`config.mk`:
```
export PLATFORM = sky130hd
export DESIGN_NAME = clifford_tableau_gate_append
export DESIGN_NICKNAME = d
export VERILOG_FILES = /design/src/rtl/core/ctga_pkg.sv /design/src/rtl/core/ctga_useq.sv /design/src/rtl/core/ctga_dp.sv /design/src/rtl/core/clifford_tableau_gate_append.sv
export SDC_FILE = /design/constraint.sdc
export NUM_CORES = 2
export LEC_CHECK = 0
export ABC_AREA = 1
export BUFFER_PORTS_ARGS = -buffer_cell sky130_fd_sc_hd__buf_2
export CORE_MARGIN = 5
export CORE_UTILIZATION = 55
export DETAILED_ROUTE_END_ITERATION = 10
export HOLD_SLACK_MARGIN = 0.02
export PLACE_DENSITY = 0.71
export SLEW_MARGIN = 20
export SYNTH_ARGS = -nofsm -noshare
export SYNTH_HDL_FRONTEND = slang
export SYNTH_SLANG_ARGS = --single-unit
```
`constraint.sdc`:
```
create_clock -name clk -period 29.1 [get_ports clk]
set_input_delay 1.455 -clock clk [delete_from_list [all_inputs] [get_ports clk]]
set_output_delay 1.455 -clock clk [all_outputs]
set_load 0.02 [all_outputs]
```
`src/rtl/core/ctga_pkg.sv`:
```
// Shared types and constants of the tableau gate-append block:
// opcodes, micro-op encoding, microprogram ROM and dispatch table. No dependencies.
package ctga_pkg;

  typedef enum logic [3:0] {
    OP_X     = 4'd0,
    OP_Z     = 4'd1,
    OP_V     = 4'd2,
    OP_S     = 4'd3,
    OP_H     = 4'd4,
    OP_CX    = 4'd5,
    OP_CZ    = 4'd6,
    OP_READ  = 4'd7,
    OP_RESET = 4'd8
  } op_t;

  typedef enum logic [3:0] {
    U_NOP,
    U_RD,
    U_LD,
    U_X,
    U_Z,
    U_V,
    U_S,
    U_CX,
    U_WRA,
    U_WRB,
    U_INIT,
    U_RPT
  } uop_t;

  typedef enum logic [1:0] {
    J_SEQ,
    J_GOTO,
    J_DISP,
    J_END
  } jmp_t;

  typedef logic [4:0] upc_t;

  typedef struct packed {
    uop_t op;
    logic sel_b;
    jmp_t jmp;
    upc_t target;
  } ctl_word_t;

  localparam logic SEL_A = 1'b0;
  localparam logic SEL_B = 1'b1;

  // microprogram addresses
  localparam upc_t UA_RD   = 5'd0;
  localparam upc_t UA_LD   = 5'd1;
  localparam upc_t UA_X    = 5'd2;
  localparam upc_t UA_Z    = 5'd3;
  localparam upc_t UA_V    = 5'd4;
  localparam upc_t UA_S    = 5'd5;
  localparam upc_t UA_H    = 5'd6;
  localparam upc_t UA_H1   = 5'd7;
  localparam upc_t UA_H2   = 5'd8;
  localparam upc_t UA_CX   = 5'd9;
  localparam upc_t UA_CZ   = 5'd10;
  localparam upc_t UA_CZ1  = 5'd11;
  localparam upc_t UA_CZ2  = 5'd12;
  localparam upc_t UA_CZ3  = 5'd13;
  localparam upc_t UA_CZ4  = 5'd14;
  localparam upc_t UA_CZ5  = 5'd15;
  localparam upc_t UA_WRB  = 5'd16;
  localparam upc_t UA_WRA  = 5'd17;
  localparam upc_t UA_INIT = 5'd18;
  localparam upc_t UA_RPT  = 5'd19;

  localparam ctl_word_t CW_IDLE = '{op: U_NOP, sel_b: SEL_A, jmp: J_END, target: UA_RD};

  function automatic ctl_word_t mk_cw(uop_t op, logic sel_b, jmp_t jmp, upc_t target);
    ctl_word_t w;
    w.op     = op;
    w.sel_b  = sel_b;
    w.jmp    = jmp;
    w.target = target;
    return w;
  endfunction

  // Control store: one word per step.
  function automatic ctl_word_t ucode(upc_t pc);
    ctl_word_t w;
    case (pc)
      UA_RD:   w = mk_cw(U_RD,   SEL_A, J_SEQ,  UA_RD);
      UA_LD:   w = mk_cw(U_LD,   SEL_A, J_DISP, UA_RD);
      UA_X:    w = mk_cw(U_X,    SEL_A, J_GOTO, UA_WRA);
      UA_Z:    w = mk_cw(U_Z,    SEL_A, J_GOTO, UA_WRA);
      UA_V:    w = mk_cw(U_V,    SEL_A, J_GOTO, UA_WRA);
      UA_S:    w = mk_cw(U_S,    SEL_A, J_GOTO, UA_WRA);
      UA_H:    w = mk_cw(U_S,    SEL_A, J_SEQ,  UA_RD);
      UA_H1:   w = mk_cw(U_V,    SEL_A, J_SEQ,  UA_RD);
      UA_H2:   w = mk_cw(U_S,    SEL_A, J_GOTO, UA_WRA);
      UA_CX:   w = mk_cw(U_CX,   SEL_A, J_GOTO, UA_WRB);
      UA_CZ:   w = mk_cw(U_S,    SEL_A, J_SEQ,  UA_RD);
      UA_CZ1:  w = mk_cw(U_S,    SEL_B, J_SEQ,  UA_RD);
      UA_CZ2:  w = mk_cw(U_CX,   SEL_A, J_SEQ,  UA_RD);
      UA_CZ3:  w = mk_cw(U_S,    SEL_B, J_SEQ,  UA_RD);
      UA_CZ4:  w = mk_cw(U_Z,    SEL_B, J_SEQ,  UA_RD);
      UA_CZ5:  w = mk_cw(U_CX,   SEL_A, J_GOTO, UA_WRB);
      UA_WRB:  w = mk_cw(U_WRB,  SEL_B, J_SEQ,  UA_RD);
      UA_WRA:  w = mk_cw(U_WRA,  SEL_A, J_GOTO, UA_RPT);
      UA_INIT: w = mk_cw(U_INIT, SEL_A, J_SEQ,  UA_RD);
      UA_RPT:  w = mk_cw(U_RPT,  SEL_A, J_END,  UA_RD);
      default: w = CW_IDLE;
    endcase
    return w;
  endfunction

  // Entry point after the rows are loaded.
  function automatic upc_t dispatch(op_t op, logic reject);
    upc_t pc;
    if (reject) begin
      pc = UA_RPT;
    end else begin
      case (op)
        OP_X:     pc = UA_X;
        OP_Z:     pc = UA_Z;
        OP_V:     pc = UA_V;
        OP_S:     pc = UA_S;
        OP_H:     pc = UA_H;
        OP_CX:    pc = UA_CX;
        OP_CZ:    pc = UA_CZ;
        OP_RESET: pc = UA_INIT;
        default:  pc = UA_RPT;
      endcase
    end
    return pc;
  endfunction

endpackage

```
`src/rtl/core/ctga_useq.sv`:
```
// Microcode sequencer: step counter, control-store fetch and jumps.
// Depends on ctga_pkg.
module ctga_useq (
  input  logic                clk,
  input  logic                rst_n,
  input  logic                start,
  input  logic [3:0]          opcode,
  input  logic                a_ok,
  input  logic                b_ok,
  input  logic                same,
  output logic                busy,
  output logic                reject,
  output ctga_pkg::ctl_word_t cw
);
  import ctga_pkg::*;

  logic      busy_r, busy_nxt;
  upc_t      pc_r, pc_nxt;
  op_t       op_r, op_nxt;
  logic      reject_r, reject_nxt;
  op_t       op_in;
  logic      rej_in;
  ctl_word_t cw_rom;

  assign op_in  = op_t'(opcode);
  assign cw_rom = ucode(pc_r);

  always_comb begin
    case (op_in)
      OP_X, OP_Z, OP_V, OP_S, OP_H: rej_in = !a_ok;
      OP_CX, OP_CZ:                 rej_in = !a_ok || !b_ok || same;
      OP_RESET:                     rej_in = 1'b0;
      default:                      rej_in = !a_ok;
    endcase
  end

  always_comb begin
    busy_nxt   = busy_r;
    pc_nxt     = pc_r;
    op_nxt     = op_r;
    reject_nxt = reject_r;
    if (start && !busy_r) begin
      busy_nxt   = 1'b1;
      pc_nxt     = UA_RD;
      op_nxt     = op_in;
      reject_nxt = rej_in;
    end else if (busy_r) begin
      case (cw_rom.jmp)
        J_SEQ:   pc_nxt = upc_t'(pc_r + 1'b1);
        J_GOTO:  pc_nxt = cw_rom.target;
        J_DISP:  pc_nxt = dispatch(op_r, reject_r);
        J_END:   busy_nxt = 1'b0;
        default: busy_nxt = 1'b0;
      endcase
    end
  end

  always_ff @(posedge clk) begin
    if (!rst_n) begin
      busy_r <= 1'b0;
      pc_r   <= UA_RD;
    end else begin
      busy_r <= busy_nxt;
      pc_r   <= pc_nxt;
    end
  end

  always_ff @(posedge clk) begin
    op_r     <= op_nxt;
    reject_r <= reject_nxt;
  end

  assign busy   = busy_r;
  assign reject = reject_r;
  assign cw     = busy_r ? cw_rom : CW_IDLE;

endmodule

```
`src/rtl/core/ctga_dp.sv`:
```
// Tableau datapath: row memories with valid bits, working rows of both
// qubits, sign word, row-update logic and result registers. Depends on ctga_pkg.
module ctga_dp #(
  parameter int QUBITS = 16
) (
  input  logic                clk,
  input  logic                rst_n,
  input  logic                load,
  input  logic [3:0]          qubit_a,
  input  logic [3:0]          qubit_b,
  input  logic                a_ok,
  input  logic                reject,
  input  ctga_pkg::ctl_word_t cw,
  output logic                out_valid,
  output logic [31:0]         z_row_out,
  output logic [31:0]         x_row_out,
  output logic [31:0]         sign_word,
  output logic                error_flag
);
  import ctga_pkg::*;

  localparam int QW = (QUBITS > 1) ? $clog2(QUBITS) : 1;
  localparam int W  = 2 * QUBITS;

  logic [W-1:0] z_mem [QUBITS];
  logic [W-1:0] x_mem [QUBITS];

  logic [QUBITS-1:0] vld_r, vld_nxt;
  logic [QW-1:0]     a_idx_r, b_idx_r;
  logic              a_ok_r;

  logic [W-1:0] z_rda_r, z_rdb_r, x_rda_r, x_rdb_r;
  logic         hit_a_r, hit_b_r;

  logic [W-1:0] za_r, za_nxt, xa_r, xa_nxt, zb_r, zb_nxt, xb_r, xb_nxt;
  logic [W-1:0] sign_r, sign_nxt;
  logic [W-1:0] zs, xs, zs_new, xs_new;
  logic [W-1:0] zrst_a, xrst_a, zrst_b, xrst_b;

  logic          wr_en;
  logic [QW-1:0] wr_idx;
  logic [W-1:0]  wr_z, wr_x;

  logic [W+31:0] za_ext, xa_ext, sign_ext;

  logic        out_valid_r;
  logic [31:0] z_out_r, x_out_r, sign_out_r;
  logic        err_out_r;

  // identity rows of the selected qubits
  assign zrst_a = W'(1) << a_idx_r;
  assign xrst_a = W'(1) << (a_idx_r + QUBITS);
  assign zrst_b = W'(1) << b_idx_r;
  assign xrst_b = W'(1) << (b_idx_r + QUBITS);

  always_ff @(posedge clk) begin
    if (load) begin
      a_idx_r <= QW'(qubit_a);
      b_idx_r <= QW'(qubit_b);
      a_ok_r  <= a_ok;
    end
  end

  // registered reads, two addresses per array
  always_ff @(posedge clk) begin
    if (cw.op == U_RD) begin
      z_rda_r <= z_mem[a_idx_r];
      z_rdb_r <= z_mem[b_idx_r];
      x_rda_r <= x_mem[a_idx_r];
      x_rdb_r <= x_mem[b_idx_r];
      hit_a_r <= vld_r[a_idx_r];
      hit_b_r <= vld_r[b_idx_r];
    end
  end

  assign zs = cw.sel_b ? zb_r : za_r;
  assign xs = cw.sel_b ? xb_r : xa_r;

  always_comb begin
    za_nxt   = za_r;
    xa_nxt   = xa_r;
    zb_nxt   = zb_r;
    xb_nxt   = xb_r;
    sign_nxt = sign_r;
    zs_new   = zs;
    xs_new   = xs;
    case (cw.op)
      U_LD: begin
        za_nxt = hit_a_r ? z_rda_r : zrst_a;
        xa_nxt = hit_a_r ? x_rda_r : xrst_a;
        zb_nxt = hit_b_r ? z_rdb_r : zrst_b;
        xb_nxt = hit_b_r ? x_rdb_r : xrst_b;
      end
      U_X: sign_nxt = sign_r ^ zs;
      U_Z: sign_nxt = sign_r ^ xs;
      U_V: begin
        sign_nxt = sign_r ^ (~xs & zs);
        xs_new   = xs ^ zs;
      end
      U_S: begin
        sign_nxt = sign_r ^ (zs & xs);
        zs_new   = zs ^ xs;
      end
      U_CX: begin
        sign_nxt = sign_r ^ ((~za_r ^ xb_r) & zb_r & xa_r);
        za_nxt   = za_r ^ zb_r;
        xb_nxt   = xb_r ^ xa_r;
      end
      U_INIT: begin
        sign_nxt = '0;
        za_nxt   = zrst_a;
        xa_nxt   = xrst_a;
      end
      default: ;
    endcase
    // single-qubit ops write back into the selected working pair
    if (cw.op == U_V || cw.op == U_S) begin
      if (cw.sel_b) begin
        zb_nxt = zs_new;
        xb_nxt = xs_new;
      end else begin
        za_nxt = zs_new;
        xa_nxt = xs_new;
      end
    end
  end

  always_ff @(posedge clk) begin
    za_r <= za_nxt;
    xa_r <= xa_nxt;
    zb_r <= zb_nxt;
    xb_r <= xb_nxt;
  end

  always_ff @(posedge clk) begin
    if (!rst_n) begin
      sign_r <= '0;
    end else begin
      sign_r <= sign_nxt;
    end
  end

  // one write port per array
  always_comb begin
    wr_en  = (cw.op == U_WRA) || (cw.op == U_WRB);
    wr_idx = (cw.op == U_WRB) ? b_idx_r : a_idx_r;
    wr_z   = (cw.op == U_WRB) ? zb_r : za_r;
    wr_x   = (cw.op == U_WRB) ? xb_r : xa_r;
  end

  always_ff @(posedge clk) begin
    if (wr_en) begin
      z_mem[wr_idx] <= wr_z;
      x_mem[wr_idx] <= wr_x;
    end
  end

  // an entry without its valid bit reads as the identity row
  always_comb begin
    vld_nxt = vld_r;
    case (cw.op)
      U_WRA, U_WRB: vld_nxt[wr_idx] = 1'b1;
      U_INIT:       vld_nxt = '0;
      default:      ;
    endcase
  end

  always_ff @(posedge clk) begin
    if (!rst_n) begin
      vld_r <= '0;
    end else begin
      vld_r <= vld_nxt;
    end
  end

  assign za_ext   = {32'd0, za_r};
  assign xa_ext   = {32'd0, xa_r};
  assign sign_ext = {32'd0, sign_r};

  always_ff @(posedge clk) begin
    if (!rst_n) begin
      out_valid_r <= 1'b0;
    end else begin
      out_valid_r <= (cw.op == U_RPT);
    end
  end

  always_ff @(posedge clk) begin
    if (cw.op == U_RPT) begin
      z_out_r    <= a_ok_r ? za_ext[31:0] : 32'd0;
      x_out_r    <= a_ok_r ? xa_ext[31:0] : 32'd0;
      sign_out_r <= sign_ext[31:0];
      err_out_r  <= reject;
    end
  end

  assign out_valid  = out_valid_r;
  assign z_row_out  = z_out_r;
  assign x_row_out  = x_out_r;
  assign sign_word  = sign_out_r;
  assign error_flag = err_out_r;

endmodule

```
`src/rtl/core/clifford_tableau_gate_append.sv`:
```
// Clifford tableau gate append. The busy time of each transaction is set by the
// microprogram, which reads, updates and writes back the working rows step by step.
// out_valid pulses at the edge that clears busy; a new start is taken only while busy
// is low. The receiver cannot stall.
// Synchronous reset (rst_n low) restores the identity tableau at once via row valid
// bits and clears the signs; no clearing pass.
module clifford_tableau_gate_append #(
  parameter int QUBITS = 16
) (
  input  logic        clk,
  input  logic        rst_n,
  input  logic        start,
  input  logic [3:0]  in_opcode,
  input  logic [3:0]  in_qubit_a,
  input  logic [3:0]  in_qubit_b,
  output logic        busy,
  output logic        out_valid,
  output logic [31:0] out_z_row_out,
  output logic [31:0] out_x_row_out,
  output logic [31:0] out_sign_word,
  output logic        out_error_flag
);
  import ctga_pkg::*;

  localparam logic [5:0] QLIM = 6'(QUBITS);

  logic      a_ok, b_ok, same, reject, accept;
  ctl_word_t cw;

  assign a_ok   = {2'b00, in_qubit_a} < QLIM;
  assign b_ok   = {2'b00, in_qubit_b} < QLIM;
  assign same   = (in_qubit_a == in_qubit_b);
  assign accept = start && !busy;

  ctga_useq u_seq (
    .clk    (clk),
    .rst_n  (rst_n),
    .start  (start),
    .opcode (in_opcode),
    .a_ok   (a_ok),
    .b_ok   (b_ok),
    .same   (same),
    .busy   (busy),
    .reject (reject),
    .cw     (cw)
  );

  ctga_dp #(
    .QUBITS (QUBITS)
  ) u_dp (
    .clk        (clk),
    .rst_n      (rst_n),
    .load       (accept),
    .qubit_a    (in_qubit_a),
    .qubit_b    (in_qubit_b),
    .a_ok       (a_ok),
    .reject     (reject),
    .cw         (cw),
    .out_valid  (out_valid),
    .z_row_out  (out_z_row_out),
    .x_row_out  (out_x_row_out),
    .sign_word  (out_sign_word),
    .error_flag (out_error_flag)
  );

endmodule

```
# After elaboration in Yosys (flattened, before gate mapping)
# Memory sizes are Yosys's and may differ from the RTL's. A register that Yosys moved wholly into a read port is not among the register bits.
# Index checks and enable logic that the tools add are counted.
# Widths: inputs -> output; s select.
[classes] addsub=3 n_reduce_logical=13 shifts=4 n_eq_ne=17 n_mux=42 magnitude_cmp=4 bitwise=17
[op_table] op="$mux 32" count=19
[op_table] op="$xor 32x32->32" count=9
[op_table] op="$pmux 32 s6" count=1
[op_table] op="$and 32x32->32" count=4
[op_table] op="$pmux 32 s2" count=2
[op_table] op="$pmux 32 s3" count=1
[op_table] op="$not 32->32" count=2
[op_table] op="$shl 1x32->32 const A" count=2
[op_table] op="$shl 1x4->32 const A" count=2
[op_table] op="$pmux 16 s2" count=1
[op_table] op="$eq 4x3->1 const B" count=6
[op_table] op="$eq 4x4->1 const B" count=4
[op_table] op="$or 16x16->16" count=1
[op_table] op="$lt 4x5->1 const B" count=3
[op_table] op="$mux 5" count=3
[op_table] op="$pmux 5 s3" count=1
[op_table] op="$add 4x5->6 const B" count=2
[op_table] op="$mux 12" count=1
[op_table] op="$bmux 1 s4" count=2
[op_table] op="$eq 4x2->1 const B" count=2
[op_table] op="$mux 1" count=8
[op_table] op="$mux 4" count=2
[op_table] op="$reduce_bool 6->1" count=1
[op_table] op="$reduce_or 2->1" count=3
[op_table] op="other kinds (15)" count=18
[word_totals] elab_cells=123 in_bits=15 ram_bits=1024 romBits=400 n_memories=4 ff_bits=295 out_inout_bits=99
[memory_table] name="u_dp.x_mem" words=16 word_bits=32 rd=2 rd_ports_with_merged_regs=2 write_ports=1 line="ctga_dp.sv:26" source="logic [W-1:0] x_mem [QUBITS];"
[memory_table] name="u_dp.z_mem" words=16 word_bits=32 rd=2 rd_ports_with_merged_regs=2 write_ports=1 line="ctga_dp.sv:25" source="logic [W-1:0] z_mem [QUBITS];"
[memory_table] name="(name not given)" words=32 word_bits=10 rd=1 rd_ports_with_merged_regs=1 write_ports=0 line="ctga_pkg.sv:87" source="case (pc)"
[memory_table] name="(name not given)" words=16 word_bits=5 rd=1 rd_ports_with_merged_regs=1 write_ports=0 line="ctga_pkg.sv:119" source="case (op)"

# Logic depth before layout (Yosys ltp)
[logic_depth] word_depth=9 depth_mapped=15 ltp_nobuf=15

# Modules after synthesis
# A second synthesis with hierarchy kept.
[unflattened] hier_cells=7045 hier_area_um2=68799.7
[modules_own_cells] mod="ctga_dp" cells_each=6821 n_inst=1 seq_area_each_um2=41379.7 area_each_um2=67175.7
[modules_own_cells] mod="ctga_useq" cells_each=206 n_inst=1 seq_area_each_um2=570.5 area_each_um2=1546.5
[modules_own_cells] mod="clifford_tableau_gate_append" cells_each=18 n_inst=1 seq_area_each_um2=0.0 area_each_um2=77.6

# Least setup slack after synthesis
# OpenSTA, ideal clock, no wires.
[synth_path] path_kind="reg2reg" startpoint="register u_seq.busy_r (netlist: u_seq.busy)" endpoint="register u_dp.hit_a_r (enable)" slack_ns=18.746 t_required_ns=28.321 t_arrival_ns=9.576 path_buffers=1 synth_period_minus_slack_ns=10.354 setup_time_ns=0.779 path_stages_with_launch=4 cell_sequence="dfxtp_1 buf_4 nand2_2 nor3_1"
[synth_via] elab_chain_len=2
[synth_rtl] element="start, declared" line="ctga_useq.sv:17" source="logic busy_r, busy_nxt;"
[synth_rtl] element="start signal, assigned" line="ctga_useq.sv:63" source="busy_r <= busy_nxt;"
[synth_rtl] element="$mux 12" line="ctga_useq.sv:75" source="assign cw = busy_r ? cw_rom : CW_IDLE;"
[synth_rtl] element="$eq 4x1->1" line="ctga_dp.sv:66" source="if (cw.op == U_RD) begin"
[synth_rtl] element="end signal, assigned" line="ctga_dp.sv:71" source="hit_a_r <= vld_r[a_idx_r];"
[synth_rtl] element="end, declared" line="ctga_dp.sv:33" source="logic hit_a_r, hit_b_r;"
# No other way between the ends.
# A chain may end at the register's enable or synchronous reset.

# Worst setup path after layout
[layout_path] startpoint="register u_seq.busy_r (netlist: u_seq.busy)" endpoint="memory u_dp.x_mem[2][10] (netlist bit) (enable)"
[layout_via] elab_chain_len=5 elab_cells_between_ends=7 cone_classes="eq/ne: 2; mux: 4; reduce/logical: 1"
[layout_rtl] element="$mux 12 *" line="ctga_useq.sv:75"
[layout_rtl] element="$eq 4x4->1 (on tied branches)" line="ctga_dp.sv:145, ctga_dp.sv:146"
[layout_rtl] element="$logic_or 1x1->1" line="ctga_dp.sv:145" source="wr_en = (cw.op == U_WRA) || (cw.op == U_WRB);"
[layout_rtl] element="$mux 1" line="ctga_dp.sv:152" source="if (wr_en) begin"
[layout_rtl] element="$mux 1 (implied by the code)" line="ctga_dp.sv:154" source="x_mem[wr_idx] <= wr_x;"
[layout_rtl] element="end, declared" line="ctga_dp.sv:26"
# Mark *: on every way between the ends. The rest lies on a longest branch, timed or not.

==> metrics.log <==
[metrics] number of maximum-capacitance constraint violations: 0
[metrics] final core utilization: roughly three fifths
[metrics] syn_nets: between 6,000 and 7,000
[metrics] Setup TNS: 0 ps
[metrics] Tcrit/Tclk final: between 10% and 20%
[metrics] highest attainable clock frequency: ~220 MHz
[metrics] worst min-delay path class: flip-flop to flip-flop
[metrics] cell area after synthesis: just under 70,000 um^2
[metrics] final hold violation count: 0
[metrics] final routed wirelength across all metal layers: 236,700 um
[metrics] DR pass1 iterations: 7
[metrics] Congestion Overflow GR: 0
[metrics] number of port buffers: between 100 and 150
[metrics] DRC violation count after routing: 0
[metrics] post-CTS sizing: 0
[metrics] number of hold buffers added after CTS: 0
[metrics] Max Transition Viols Final: 0
[metrics] largest registers: u_dp.x_mem: 512 flops, u_dp.z_mem: 512 flops
[metrics] relative slew slack: approximately 16%
[metrics] number of clock buffers inserted by TritonCTS: between 100 and 150
[metrics] Peak VDD IR: 0.05728 mV
[metrics] leakage power total: ~0.027 uW
[metrics] combinational power share: between 20% and 30%
[metrics] count of clock tree sinks: around 1,500
[metrics] outcome: completed
[metrics] data arrival time of the worst path: roughly 5000 ps
[metrics] number of cells produced by synthesis: between 6,000 and 7,000
[metrics] number of register bits inferred by synthesis: 1,462
[metrics] worst clock skew on the final layout: about 31 ps
[metrics] total via count after detailed routing: ~57,000
[metrics] Total GRT Usage: about a third
[metrics] cell-internal power: ~4000 uW
[metrics] placed instance area: ~70,000 um^2
[metrics] Fin Hold WS: 459.4 ps
[metrics] Initial DRC Count: 10,223
[metrics] clock network latency to the later pin of the worst-skew pair: just under 800 ps
[metrics] placer's final routability congestion estimate: around 0.93
[metrics] die extent in x: about 360 um
[metrics] WL/cell: 27.52 um
[metrics] switching share of power: around a third
[metrics] Final Total Pwr: around 6000 uW
[metrics] overall die height: roughly 360 um
[metrics] Avg Cell Area, Syn: about 9.9 um^2
[metrics] Top-Level Pins: roughly 110
[metrics] EDFF count, synth: around 1,300
[metrics] distinct cell type count of the synthesized netlist: 48
[metrics] CTS Root Buffer Type: clkbuf_16
[metrics] first-pass GRT wire length: about 340,000 um
[metrics] Vias/cell: 6.642
[metrics] final std cell area, no fill: between 70,000 and 80,000 um^2
[metrics] CTS tree: yes
[metrics] proportion of synthesized flip-flops having asynchronous set or reset: 0%
[metrics] area of the core: approximately 120,000 um^2
[metrics] final HPWL from detailed placement: ~140,000 um
[metrics] transition at the pin with the smallest max-transition slack: roughly 1300 ps
[metrics] RSZ-0062 raised after global routing: no
[metrics] share of post-route cells with drive strength above 1: just over 8%
[metrics] dominant register cell in the synthesized netlist: edfxtp_1
[metrics] critical path start-end classification: flip-flop to flip-flop
[metrics] Synth warnings: 0
[metrics] effective utilization at floorplan: between 50% and 60%
[metrics] number of nets in the final layout: between 6,000 and 7,000
[metrics] antenna violations before repair: 9
[metrics] sort of element at the start of the critical path: flip-flop
[metrics] minimum clock period after layout: approximately 4600 ps
[metrics] Setup Fix Bufs, Post-CTS: 0
[metrics] antenna-violating nets left: 0
[metrics] area growth from synthesis to layout: 10.28%
[metrics] ratio of total power to cell area: just under 80 nW/um^2
[metrics] number of global-route vias before repair: between 50,000 and 60,000
[metrics] sequential share of power: 47.1%
[metrics] number of setup violations in the final report: 0
[metrics] data required time at the worst endpoint: slightly below 30,000 ps
[metrics] pin count of the biggest net entering global routing: around 130
[metrics] Core Rows: roughly 130
[metrics] die area: ~130,000 um^2
[metrics] sw power: approximately 1800 uW
[metrics] maximum clock insertion buffer count: 3
[metrics] portion of total power attributed to the clock network: 32.4%
[metrics] fill cell count: 9,753
[metrics] clock slew seen by the registers of the worst setup and hold paths: around 60 ps
[metrics] H-tree levels: 4
[metrics] sequential area share after synthesis: between 60% and 70%
[metrics] CP Max Fanout: 59
[metrics] endpoint kind of the worst setup timing path: flip-flop
final cells by class:
cell class,count,area (um^2),area share [%]
Timing Repair Buffer,275,1844,2.457
Multi-Input combinational cell,4326,22040,29.37
Sequential cell,1462,41920,55.85
Clock inverter,84,780.7,1.040
Tap cell,1637,2048,2.729
Clock buffer,190,4009,5.341
Antenna cell,4,10.01,0.01333
Inverter,625,2406,3.205
cells in the final DEF, fill, tap and decap left out, drive strengths merged, types with 2 or more instances in the layout:
master	instances
xor2	13
o221ai	4
o21bai	2
a22oi	219
ha	14
a221oi	8
o311ai	5
nor3	110
a31oi	66
clkbuf	190
clkinv	59
o21ai	557
o31ai	51
o2111ai	82
bufinv	12
inv	633
dfxtp	198
nand4	162
a41oi	34
clkinvlp	5
diode	4
or2	15
nand3	338
o211ai	169
nor2	275
a211oi	7
o2bb2ai	8
o22ai	259
and3	3
nand2	1675
edfxtp	1264
o21a	3
buf	275
xnor2	40
a21oi	201
synth_stat cells, types with 56 or more instances:
master,n,share of area [%]
a21oi_1,200,1.5
a22oi_1,219,2.4
a31oi_1,66,0.61
buf_1,56,0.31
buf_2,105,0.77
clkbuf_1,290,1.6
dfxtp_1,198,5.8
edfxtp_1,1264,56
inv_1,613,3.4
nand2_1,1668,9.2
nand3_1,338,2.5
nand4_1,162,1.5
nor2_1,267,1.5
nor3_1,108,0.79
o2111ai_1,82,1.1
o211ai_1,169,1.9
o21ai_0,452,3.3
o21ai_1,99,0.73
o22ai_1,259,2.4
worst max-delay path, stage by stage, from the launching register on:
cell and delay, ps:
dfxtp_1 620, nand2_2 180, nor2_4 110, buf_4 480, nand2_4 490, o21ai_1 460, inv_2 80, nor2_1 290
nand2_1 180, inv_4 520, buf_4 730
power by group through the flow:
stage | Combinational (uW) | Sequential (uW) | Clock, uW
after detailed placement | 1150 | 2800 | 0
after global routing | 1300 | 2780 | 2000
after CTS | 1150 | 2760 | 1910
after global placement | 1120 | 2800 | 0
after floorplan | 723 | 2750 | 0
final | 1210 | 2770 | 1910
routing by layer:
metal | global-route usage [%] | share of wire [%] | vias up
met5 | 0 | 0.0055 | -
met3 | 11.47 | 16 | 867
met2 | 51.90 | 43 | 4802
li1 | - | - | 24525
met4 | 16.31 | 5.1 | 2
met1 | 47.11 | 36 | 26941
cell families (layout without fill, tap and decap cells):
logic type | Yosys count | after routing | share of synthesized area (%)
xor gates and xnor gates | 53 | 53 | 0.6820
and+or+nand+nor | 2581 | 2581 | 15.82
AOI/OAI and AO/OA | 1678 | 1678 | 15.42
DFF | 1462 | 1462 | 61.58
other | 0 | 4 | 0
adders and majority gates | 14 | 14 | 0.2573
buffers and inverters | 1086 | 1174 | 6.237
stage by stage:
stage	cells	worst slack, ps
after floorplan	6874	18750
after global placement	8325	24690
after detailed placement	8325	24660
after CTS	8599	24630
after global routing	8599	24400
final	8603	24520
path summary, 6_finish.rpt:
kind	start	to	slack, ps	cells after the start
setup reg to reg	u_seq.busy	u_dp.x_mem[2][10]	24520	10
hold reg to reg	u_dp.sign_r[10]	u_dp.sign_word[10]	460	0
hold / removal	u_dp.sign_r[10]	u_dp.sign_word[10]	460	0
setup / recovery	u_seq.busy	u_dp.x_mem[2][10]	24520	10
Power figures use the tool's default switching activity.
